**src/hw/rtl/spremap_pkg.sv**
```systemverilog
package spremap_pkg;

  // Field widths of the beats on the ports
  typedef logic [39:0] fpos_t;
  typedef logic [3:0]  sidx_t;
  typedef logic [9:0]  tidx_t;

  // Original position stored in a closing sentinel entry
  localparam logic [63:0] SENTINEL_ORIG = 64'd100000000000;

  typedef enum logic [1:0] {
    REQ_OPEN   = 2'd0,
    REQ_ADD    = 2'd1,
    REQ_FINISH = 2'd2,
    REQ_LOOKUP = 2'd3
  } req_e;

  typedef enum logic [2:0] {
    STAT_OK       = 3'd0,
    STAT_CLAMPED  = 3'd1,
    STAT_EMPTY    = 3'd2,
    STAT_NOSEG    = 3'd3,
    STAT_FULL     = 3'd4,
    STAT_NOTFOUND = 3'd5,
    STAT_EMPTYTAB = 3'd6
  } stat_e;

  // Entry memory read address select
  typedef enum logic [1:0] {
    RD_END_M1 = 2'd0,
    RD_BASE   = 2'd1,
    RD_IDX_P1 = 2'd2
  } rd_sel_e;

  typedef struct packed {
    req_e  req_type;
    fpos_t source_size;
    fpos_t from_pos;
    fpos_t to_pos;
    logic  to_is_end;
    fpos_t query_pos;
  } remap_req_t;

  typedef struct packed {
    stat_e status;
    fpos_t original_pos;
    sidx_t segment_index;
    tidx_t transition_index;
    fpos_t virtual_total;
  } remap_rsp_t;

  // Controller to datapath commands
  typedef struct packed {
    logic    take;
    logic    set_st;
    stat_e   st;
    logic    calc_top;
    logic    calc_diff;
    logic    append;
    logic    app_sent;
    logic    add_total;
    logic    open_seg;
    logic    lk_init;
    logic    seg_fetch;
    logic    seg_skip;
    logic    rd_en;
    rd_sel_e rd_sel;
    logic    t_init;
    logic    t_step;
    logic    cur_load;
    logic    calc_sub;
    logic    calc_fin;
    logic    out_load;
  } dp_cmd_t;

  // Datapath to controller status
  typedef struct packed {
    req_e req;
    logic sc_zero;
    logic sc_full;
    logic ec_zero;
    logic ec_full;
    logic total_zero;
    logic from_ge_top;
    logic diff_gt_room;
    logic seg_past;
    logic seg_empty;
    logic q_lt_rd;
    logic t_more;
    logic out_free;
  } dp_flags_t;

endpackage

```
**src/hw/rtl/spremap_ctrl.sv**
```systemverilog
module spremap_ctrl (
  input  logic                  clk_i,
  input  logic                  rst_ni,
  input  logic                  in_valid_i,
  output logic                  in_stall_o,
  input  spremap_pkg::dp_flags_t flags_i,
  output spremap_pkg::dp_cmd_t   cmd_o
);
  import spremap_pkg::*;

  typedef enum logic [12:0] {
    S_IDLE       = 13'b0000000000001,
    S_DECODE     = 13'b0000000000010,
    S_OPEN_SET   = 13'b0000000000100,
    S_ADD_CHK    = 13'b0000000001000,
    S_ADD_COMMIT = 13'b0000000010000,
    S_LK_SEG     = 13'b0000000100000,
    S_LK_SEG_CHK = 13'b0000001000000,
    S_LK_SEG_CMP = 13'b0000010000000,
    S_LK_T_LOAD  = 13'b0000100000000,
    S_LK_T_NEXT  = 13'b0001000000000,
    S_LK_T_CMP   = 13'b0010000000000,
    S_LK_CALC    = 13'b0100000000000,
    S_RESP       = 13'b1000000000000
  } state_e;

  state_e state_q, state_d;

  // Take a new beat only between items
  assign in_stall_o = (state_q != S_IDLE);

  // Sequence one item through the datapath
  always_comb begin
    state_d = state_q;
    cmd_o   = '0;
    unique case (state_q)
      S_IDLE: begin
        if (in_valid_i) begin
          cmd_o.take = 1'b1;
          state_d    = S_DECODE;
        end
      end
      S_DECODE: begin
        unique case (flags_i.req)
          REQ_OPEN: begin
            if (flags_i.sc_full || (!flags_i.total_zero && flags_i.ec_full)) begin
              cmd_o.set_st = 1'b1;
              cmd_o.st     = STAT_FULL;
              state_d      = S_RESP;
            end else begin
              // Close the previous segment with a sentinel first, if the total is nonzero
              cmd_o.append   = !flags_i.total_zero;
              cmd_o.app_sent = 1'b1;
              state_d        = S_OPEN_SET;
            end
          end
          REQ_ADD: begin
            if (flags_i.sc_zero) begin
              cmd_o.set_st = 1'b1;
              cmd_o.st     = STAT_NOSEG;
              state_d      = S_RESP;
            end else begin
              cmd_o.calc_top = 1'b1;
              state_d        = S_ADD_CHK;
            end
          end
          REQ_FINISH: begin
            if (flags_i.total_zero || flags_i.sc_zero) begin
              cmd_o.set_st = 1'b1;
              cmd_o.st     = STAT_EMPTYTAB;
            end else if (flags_i.ec_full) begin
              cmd_o.set_st = 1'b1;
              cmd_o.st     = STAT_FULL;
            end else begin
              cmd_o.append   = 1'b1;
              cmd_o.app_sent = 1'b1;
            end
            state_d = S_RESP;
          end
          REQ_LOOKUP: begin
            if (flags_i.ec_zero) begin
              cmd_o.set_st = 1'b1;
              cmd_o.st     = STAT_EMPTYTAB;
              state_d      = S_RESP;
            end else begin
              cmd_o.lk_init = 1'b1;
              state_d       = S_LK_SEG;
            end
          end
        endcase
      end
      S_OPEN_SET: begin
        cmd_o.open_seg = 1'b1;
        state_d        = S_RESP;
      end
      S_ADD_CHK: begin
        if (flags_i.from_ge_top) begin
          cmd_o.set_st = 1'b1;
          cmd_o.st     = STAT_EMPTY;
          state_d      = S_RESP;
        end else begin
          cmd_o.calc_diff = 1'b1;
          state_d         = S_ADD_COMMIT;
        end
      end
      S_ADD_COMMIT: begin
        if (flags_i.ec_full || flags_i.diff_gt_room) begin
          cmd_o.set_st = 1'b1;
          cmd_o.st     = STAT_FULL;
        end else begin
          cmd_o.append    = 1'b1;
          cmd_o.add_total = 1'b1;
        end
        state_d = S_RESP;
      end
      S_LK_SEG: begin
        if (flags_i.seg_past) begin
          cmd_o.set_st = 1'b1;
          cmd_o.st     = STAT_NOTFOUND;
          state_d      = S_RESP;
        end else begin
          cmd_o.seg_fetch = 1'b1;
          state_d         = S_LK_SEG_CHK;
        end
      end
      S_LK_SEG_CHK: begin
        if (flags_i.seg_empty) begin
          cmd_o.seg_skip = 1'b1;
          state_d        = S_LK_SEG;
        end else begin
          // Fetch the segment's last entry
          cmd_o.rd_en  = 1'b1;
          cmd_o.rd_sel = RD_END_M1;
          state_d      = S_LK_SEG_CMP;
        end
      end
      S_LK_SEG_CMP: begin
        if (flags_i.q_lt_rd) begin
          cmd_o.t_init = 1'b1;
          cmd_o.rd_en  = 1'b1;
          cmd_o.rd_sel = RD_BASE;
          state_d      = S_LK_T_LOAD;
        end else begin
          cmd_o.seg_skip = 1'b1;
          state_d        = S_LK_SEG;
        end
      end
      S_LK_T_LOAD: begin
        cmd_o.cur_load = 1'b1;
        state_d        = S_LK_T_NEXT;
      end
      S_LK_T_NEXT: begin
        if (flags_i.t_more) begin
          cmd_o.rd_en  = 1'b1;
          cmd_o.rd_sel = RD_IDX_P1;
          state_d      = S_LK_T_CMP;
        end else begin
          cmd_o.calc_sub = 1'b1;
          state_d        = S_LK_CALC;
        end
      end
      S_LK_T_CMP: begin
        if (!flags_i.q_lt_rd) begin
          cmd_o.t_step = 1'b1;
          state_d      = S_LK_T_NEXT;
        end else begin
          cmd_o.calc_sub = 1'b1;
          state_d        = S_LK_CALC;
        end
      end
      S_LK_CALC: begin
        cmd_o.calc_fin = 1'b1;
        state_d        = S_RESP;
      end
      S_RESP: begin
        // Hold the result until the output register is free
        if (flags_i.out_free) begin
          cmd_o.out_load = 1'b1;
          state_d        = S_IDLE;
        end
      end
      default: begin
        state_d = S_IDLE;
      end
    endcase
  end

  always_ff @(posedge clk_i or negedge rst_ni) begin
    if (!rst_ni) begin
      state_q <= S_IDLE;
    end else begin
      state_q <= state_d;
    end
  end

endmodule

```
**config.mk**
```make
export PLATFORM = sky130hd
export DESIGN_NAME = spremap_ctrl
export DESIGN_NICKNAME = d
export VERILOG_FILES = /design/src/hw/rtl/spremap_pkg.sv /design/src/hw/rtl/spremap_ctrl.sv
export SDC_FILE = /design/constraint.sdc
export NUM_CORES = 1
export LEC_CHECK = 0
export BUFFER_PORTS_ARGS = -buffer_cell sky130_fd_sc_hd__buf_2
export CORE_MARGIN = 3
export CORE_UTILIZATION = 48
export CTS_CLUSTER_DIAMETER = 60
export DETAILED_ROUTE_END_ITERATION = 7
export GPL_TIMING_DRIVEN = 1
export PLACE_DENSITY = 0.86
export SLEW_MARGIN = 15
export SYNTH_ARGS = -nofsm -noshare
export SYNTH_HDL_FRONTEND = slang
export SYNTH_SLANG_ARGS = --single-unit
```
**constraint.sdc**
```tcl
create_clock -name clk_i -period 2.9 [get_ports clk_i]
set_clock_uncertainty 0.05 [all_clocks]
set_input_delay 0.435 -clock clk_i [delete_from_list [all_inputs] [get_ports clk_i]]
set_output_delay 0.435 -clock clk_i [all_outputs]
set_load 0.02 [all_outputs]
```
* Word level (Yosys, flattened, before mapping) *
Index checks and enable logic that the tools add are counted.

storage, ports and cells
  flip-flop bits (word level) = 13
  word-level logic and storage cells = 88

operators by class
  eq/ne operators = 19
  muxes and demuxes = 60
  reduce and logical (&&, ||, !) cells = 8

operators with widths
  cell                                                     number
  case mux 13 bit (11 select lines)                        1
  2-to-1 mux 13 bit                                        7
  case mux 13 bit (4 select lines)                         1
  2-to-1 mux 4 bit                                         9
  case mux 4 bit (4 select lines)                          2
  2-to-1 mux 1 bit                                         26
  2-to-1 mux 12 bit                                        2
  equality test 13 x 1 -> 1 bit (second input constant)    1
  equality test 13 x 10 -> 1 bit (second input constant)   1
  equality test 13 x 11 -> 1 bit (second input constant)   1
  equality test 13 x 12 -> 1 bit (second input constant)   1
  equality test 13 bit (second input constant)             1
  equality test 13 x 2 -> 1 bit (second input constant)    1
  equality test 13 x 3 -> 1 bit (second input constant)    1
  equality test 13 x 4 -> 1 bit (second input constant)    1
  equality test 13 x 5 -> 1 bit (second input constant)    1
  equality test 13 x 6 -> 1 bit (second input constant)    1
  equality test 13 x 7 -> 1 bit (second input constant)    1
  equality test 13 x 8 -> 1 bit (second input constant)    1
  equality test 13 x 9 -> 1 bit (second input constant)    1
  inequality test 13 x 1 -> 1 bit (second input constant)  1
  2-to-1 mux 9 bit                                         1
  case mux 3 bit (3 select lines)                          1
  2-to-1 mux 8 bit                                         1
  other kinds (13)                                         22

* Longest topological paths before layout *
Gate-level depths: netlist of the first run.

  word-level depth = 6
  gate-level depth with buffers = 6
  gate-level depth less buffers = 5

* Least setup slack after synthesis of the first run *
Ideal clock, no wire load.

  path kind = register to output
  from = register state_q[5]
  to = output port cmd_o[8] (netlist bit)
  data arrival time = 2067 ps
  data required time = 2415 ps
  setup slack = 348 ps
  cell stages (with the launch flop) = 5
  buffers on the path = 0
  cell sequence = dfrtp_1 -> nor4_4 -> nand4b_1 -> nor3_1 -> o21bai_1

RTL lines
  element                   line                 text
  start: declaration        spremap_ctrl.sv:27   state_e state_q, state_d;
  start signal: assignment  spremap_ctrl.sv:192  state_q <= state_d;
  end: declaration          spremap_ctrl.sv:7    output spremap_pkg::dp_cmd_t cmd_o

==> impl_results.md, run 1 <==
- Finished Core Util: 0.661
- Sequential Area: 327 um2
- Worst setup slack after layout: 0.157 ns
- CP delay by family, top: simple AND/OR/NAND/NOR gates
- IO buf count: 40
- PD cells: 516 nW/um2
- Root buf cell: clkbuf_4
- Initial antenna violation count: 0
- Cell chain of the critical path: nor4b_2 -> nand4b_4 -> or4b_1 -> nand2_1 -> or4_1 -> buf_2
- Ys async rst share: 1.00
- Worst EP required: 2.41 ns
- Max reg flops: 13
- Largest registers: state_q: 13 flops
- Largest net degree at the start of global routing: 14
- Number of synthesized flops with an enable pin: 0
- H-tree Lvls: 1
- Final hold vios: 0
- Syn Inst Count: 134
- GRT overflow: 0
- Gpl congestion: 0.901
- Leading cell type in the layout, fill and taps excluded: buf_2
- Status: completed
- Final setup violation count: 0
- Seq/Total Area, Yosys: 0.301
- DR iter-0 viols: 59
- Critical path arrival: 2.26 ns
- Core box area: 2040 um2
- Synthesized net count: 151
- GRT Total Usage: 0.220
- Distinct cells, synth: 43
- Slew @ Worst Pin: 0.493 ns
- Sink Count: 13
- Depth of the worst register-to-register path: 6
- CP max FO: 9
- CTS tree: done
- Post-synth top flop: dfrtp_1
- Worst Hold Class: input port to register
- Setup slack, reg-to-reg: 0.96 ns
- Pre-CTS WS: 0.358 ns
- Area grow syn2layout: 24.6%
- RSZ-0062 raised after global routing: no
- LEAKAGE: 0.675 nW
- Multi-input combinational cell area: 712 um2
- CP max-delay cell: or4b_1
- Max VDD drop: 0.286 mV
- Commonest cells after routing, fill and taps aside: 40 x buf_2, 21 x nor2_1, 12 x dfrtp_1
- Vias per inst: 5.90
- DPL Wire Length: 2.41 mm
- Hold path depth: 2
- 1st-pass router iterations: 4
- Hold path endpoint: state_q[6]$_DFFE_PN0P_
- Hold wc startpoint: flags_i[4]
- Mapped cell area: 1080 um2
- # nets final: 195
- Max_slew headroom: 0.667
- I/O Pins: 41
- Vias in the first global route: 1070
- CTS Buffer Depth: 2
- Flops & latches, synth: 13
- FP Rows: 16
- # resized after CTS: 0
- Final worst-path cycle share: 0.946
- Fin. max-slew vios: 0
- Drt drc: 0
- Die Ht: 53.5 um
- Via count: 1203
- Routed Antenna Nets: 0
- Die X: 53.5 um
- Clock Latency Late Sink: 0.27 ns
- Fillers: 178
- Initial core utilization: 0.531
- End of the worst register-to-register path: state_q[0]$_DFFE_PN1P_
- Synth area leaders: dfrtp_1 28%, nor2_1 7.3%, nand2b_1 4.6%
- Ys Warns: 0
- Syn Area/Cell: 8.09 um2
- Routed wire length per instance: 14.7 um
- Clock slew at reported path FFs: 0.08 ns
- Post-synth top area share: 0.277
- Crit path time final: 2.74 ns
- Crit end category: output port
- FF-to-FF Start: state_q[7]$_DFFE_PN0P_
- Peak Freq: 365 MHz
- Largest Register: state_q
- WP buf/inv: 1
- TritonCTS Buffers: 3
- Total wire length: 3.01 mm
- Setup CP Type: register to output port
- Crit-path max cell delay: 0.56 ns
- Share of cells above drive strength 1: 0.311
- Synth area leader: dfrtp_1
- First-pass GRT wire length: 4.58 mm
- Total Neg Setup Slack: 0 ns
- N_diodes: 0
- Area of the die: 2860 um2
- Setup crit start kind: register
- Max Cap Violations: 0
## power by group
group	total, mW	switching [mW]	internal [mW]
Clock	0.112	0.0589	0.0532
Combinational	0.343	0.214	0.129
Sequential	0.241	0.0359	0.205
Total	0.697	0.309	0.388
## synthesized netlist by cell type (2+ instances only)
| master | number |
|---|---|
| a22oi_1 | 2 |
| xor2_1 | 2 |
| o21ai_0 | 10 |
| dfrtp_1 | 12 |
| nor3_1 | 7 |
| inv_1 | 9 |
| nand2b_1 | 8 |
| or4_4 | 2 |
| nand4b_1 | 2 |
| clkbuf_1 | 3 |
| or3_1 | 4 |
| nand3_1 | 2 |
| o32ai_1 | 3 |
| nor2_1 | 21 |
| nand2_1 | 9 |
| nor4b_1 | 4 |
| nor2b_1 | 2 |
| nor3b_1 | 4 |
| a21oi_1 | 3 |
| nor4_4 | 2 |
## per-layer routing
| metal | GRT usage | share of wire |
|---|---|---|
| met5 | 0 | 0 |
| met2 | 0.373 | 0.50 |
| met1 | 0.280 | 0.39 |
| met3 | 0.0423 | 0.093 |
| met4 | 0.0638 | 0.0090 |
## cell families (layout without fill, tap and decap cells)
| logic type | Yosys count | count (layout) | share of synthesized area |
|---|---|---|---|
| simple gates | 80 | 80 | 0.477 |
| flops | 13 | 13 | 0.301 |
| xor+xnor | 2 | 2 | 0.0162 |
| buf+inv | 12 | 55 | 0.0416 |
| compound gates | 27 | 27 | 0.164 |
## cell type report
type | instances | area share
multi-input cells | 109 | 0.527
flip-flops and latches | 13 | 0.242
repair buffers | 42 | 0.161
inverters | 9 | 0.0250
well taps | 27 | 0.0250
clock buffers | 4 | 0.0195
## how the worst max path moves through the flow
stage / startpoint / to / slack (ns) / cells after the start
after global placement: state_q[5]$_DFFE_PN0P_ / cmd_o[21] / 0.47 / 6
after global routing: state_q[10]$_DFFE_PN0P_ / cmd_o[21] / 0.05 / 6
final: state_q[11]$_DFFE_PN0P_ / cmd_o[21] / 0.16 / 6
after floorplan: state_q[5]$_DFFE_PN0P_ / cmd_o[8] / 0.35 / 4
after detailed placement: state_q[5]$_DFFE_PN0P_ / cmd_o[21] / 0.36 / 6
after CTS: state_q[5]$_DFFE_PN0P_ / cmd_o[21] / 0.05 / 6
## worst register-to-register path, stage by stage, from the launching register on
cell      delay [ns]
dfrtp_1         0.45
nor4_4          0.36
buf_4           0.20
nand2b_1        0.08
or4_4           0.54
nor2_2          0.09
a31o_1          0.11
## metrics by stage
| stage | total power, mW | std cells | area (um2) | hold slack (ns) |
|---|---|---|---|---|
| 2_1_floorplan | 0.489 | 134 | 1080 | 0.0894 |
| 3_3_place_gp | 0.569 | 198 | 1310 | 0.283 |
| 3_5_place_dp | 0.582 | 198 | 1310 | 0.288 |
| 4_1_cts | 0.694 | 203 | 1340 | 0.288 |
| 5_1_grt | 0.743 | 204 | 1350 | 0.292 |
| 6_report | 0.697 | 204 | 1350 | 0.294 |
## repair_timing
action                                 4_1_cts  5_1_grt
hold buffers                                 1        0
setup endpoints to repair                    0        3
buffers inserted                             0        1
endpoints found under the hold margin       12        0
Power figures use the tool's default switching activity.
==> run 2, diff against run 1 <==
--- a/config.mk
+++ b/config.mk
@@ -5,6 +5,7 @@
 export SDC_FILE = /design/constraint.sdc
 export NUM_CORES = 1
 export LEC_CHECK = 0
+export ABC_CLOCK_PERIOD_IN_PS = 2900
 export BUFFER_PORTS_ARGS = -buffer_cell sky130_fd_sc_hd__buf_2
 export CORE_MARGIN = 3
 export CORE_UTILIZATION = 48
@@ -12,6 +13,7 @@
 export DETAILED_ROUTE_END_ITERATION = 7
 export GPL_TIMING_DRIVEN = 1
 export PLACE_DENSITY = 0.86
+export RECOVER_POWER = 100
 export SLEW_MARGIN = 15
 export SYNTH_ARGS = -nofsm -noshare
 export SYNTH_HDL_FRONTEND = slang
==> run 2 against run 1 <==
Setup slack got worse by 0.020 ns; combinational power decreased by 5%; non-clock buffer count unchanged; critical path type unchanged.
==> impl_results.md, run 2 (synthesized netlist as in run 1, its figures left out) <==
- Crit path time final: 2.76 ns
- DPL Wire Length: 2.41 mm
- Gpl congestion: 0.901
- Drt drc: 0
- LEAKAGE: 0.585 nW
- Routed Antenna Nets: 0
- Commonest cells after routing, fill and taps aside: 21 x nor2_1, 20 x clkbuf_1, 16 x buf_2
- Vias in the first global route: 1070
- First-pass GRT wire length: 4.58 mm
- Core box area: 2040 um2
- Die X: 53.5 um
- Initial antenna violation count: 0
- CTS Buffer Depth: 2
- Clock slew at reported path FFs: 0.09 ns
- N_diodes: 0
- Max Cap Violations: 0
- RSZ-0062 raised after global routing: no
- Critical path arrival: 2.28 ns
- Share of cells above drive strength 1: 0.192
- Fin. max-slew vios: 0
- Root buf cell: clkbuf_4
- Clock Latency Late Sink: 0.27 ns
- Max reg flops: 13
- FP Rows: 16
- Max_slew headroom: 0.533
- Area grow syn2layout: 21.6%
- Largest registers: state_q: 13 flops
- Peak Freq: 362 MHz
- Worst Hold Class: input port to register
- Slew @ Worst Pin: 0.701 ns
- Total Neg Setup Slack: 0 ns
- Largest net degree at the start of global routing: 14
- Total wire length: 2.98 mm
- Final setup violation count: 0
- Largest Register: state_q
- GRT Total Usage: 0.220
- # nets final: 195
- Vias per inst: 5.93
- Crit end category: output port
- Area of the die: 2860 um2
- PD cells: 517 nW/um2
- GRT overflow: 0
- # resized after CTS: 0
- Worst EP required: 2.41 ns
- Setup crit start kind: register
- Leading cell type in the layout, fill and taps excluded: nor2_1
- Max VDD drop: 0.277 mV
- 1st-pass router iterations: 4
- Die Ht: 53.5 um
- Sink Count: 13
- Via count: 1209
- I/O Pins: 41
- Setup slack, reg-to-reg: 0.90 ns
- Setup CP Type: register to output port
- Status: completed
- Final worst-path cycle share: 0.953
- DR iter-0 viols: 37
- Final hold vios: 0
- Final hold slack: 0.291 ns
- H-tree Lvls: 1
- Routed wire length per instance: 14.6 um
- TritonCTS Buffers: 3
- Initial core utilization: 0.531
- CP max FO: 9
- IO buf count: 40
- CTS tree: done
run 2: cell types whose count changed in the layout (fill, tap and decap cells not counted), sizes merged:
cell    before  now
clkbuf       4   28
buf         41   17
run 2: layout make-up:
cell class	instances	area [um2]
fillers	195	724
multi-input cells	109	703
flip-flops and latches	13	327
repair buffers	42	194
inverters	9	33.8
well taps	27	33.8
clock buffers	4	26.3
run 2: worst paths after layout:
path	start	end	cells after the start
max	state_q[11]$_DFFE_PN0P_	cmd_o[18]	5
min	flags_i[3]	state_q[7]$_DFFE_PN0P_	2
max reg2reg	state_q[7]$_DFFE_PN0P_	state_q[0]$_DFFE_PN1P_	6
min reg2reg	state_q[5]$_DFFE_PN0P_	state_q[6]$_DFFE_PN0P_	2
max in group asynchronous	rst_ni	state_q[8]$_DFFE_PN0P_	2
min in group asynchronous	rst_ni	state_q[12]$_DFFE_PN0P_	2
run 2: metrics by stage:
| stage | std cells | area (um2) | power, mW | util | setup slack, ns |
|---|---|---|---|---|---|
| floorplan | 134 | 1080 | 0.489 | - | 0.348 |
| global placement | 198 | 1310 | 0.569 | 0.640 | 0.466 |
| detailed placement | 198 | 1310 | 0.582 | 0.640 | 0.358 |
| CTS | 203 | 1340 | 0.694 | 0.657 | 0.0473 |
| global route | 204 | 1320 | 0.725 | 0.645 | 0.0335 |
| finish | 204 | 1320 | 0.681 | 0.645 | 0.136 |
run 2: layer usage:
layer  part of all wire  wire length [um]  track usage
met4             0.0087                26       0.0638
met1               0.41              1220        0.280
met2               0.51              1510        0.373
met3              0.075               224       0.0423
met5                  0                 0            0
run 2: report_power, final:
part | total [mW] | switching (mW) | internal (mW)
logic | 0.326 | 0.212 | 0.115
clock network | 0.114 | 0.0605 | 0.0532
registers | 0.241 | 0.0359 | 0.205
run 2: worst max-delay path, stage by stage (launching register included):
cell,delay [ns]
dfrtp_1,0.47
nor4b_2,0.42
nand4b_4,0.20
or4b_1,0.56
nand2b_1,0.12
clkbuf_1,0.23
run 2: what timing repair did:
item	CTS	global route
buffers inserted	0	1
setup endpoints to repair	0	3
hold buffers	1	0
endpoints found under the hold margin	12	0
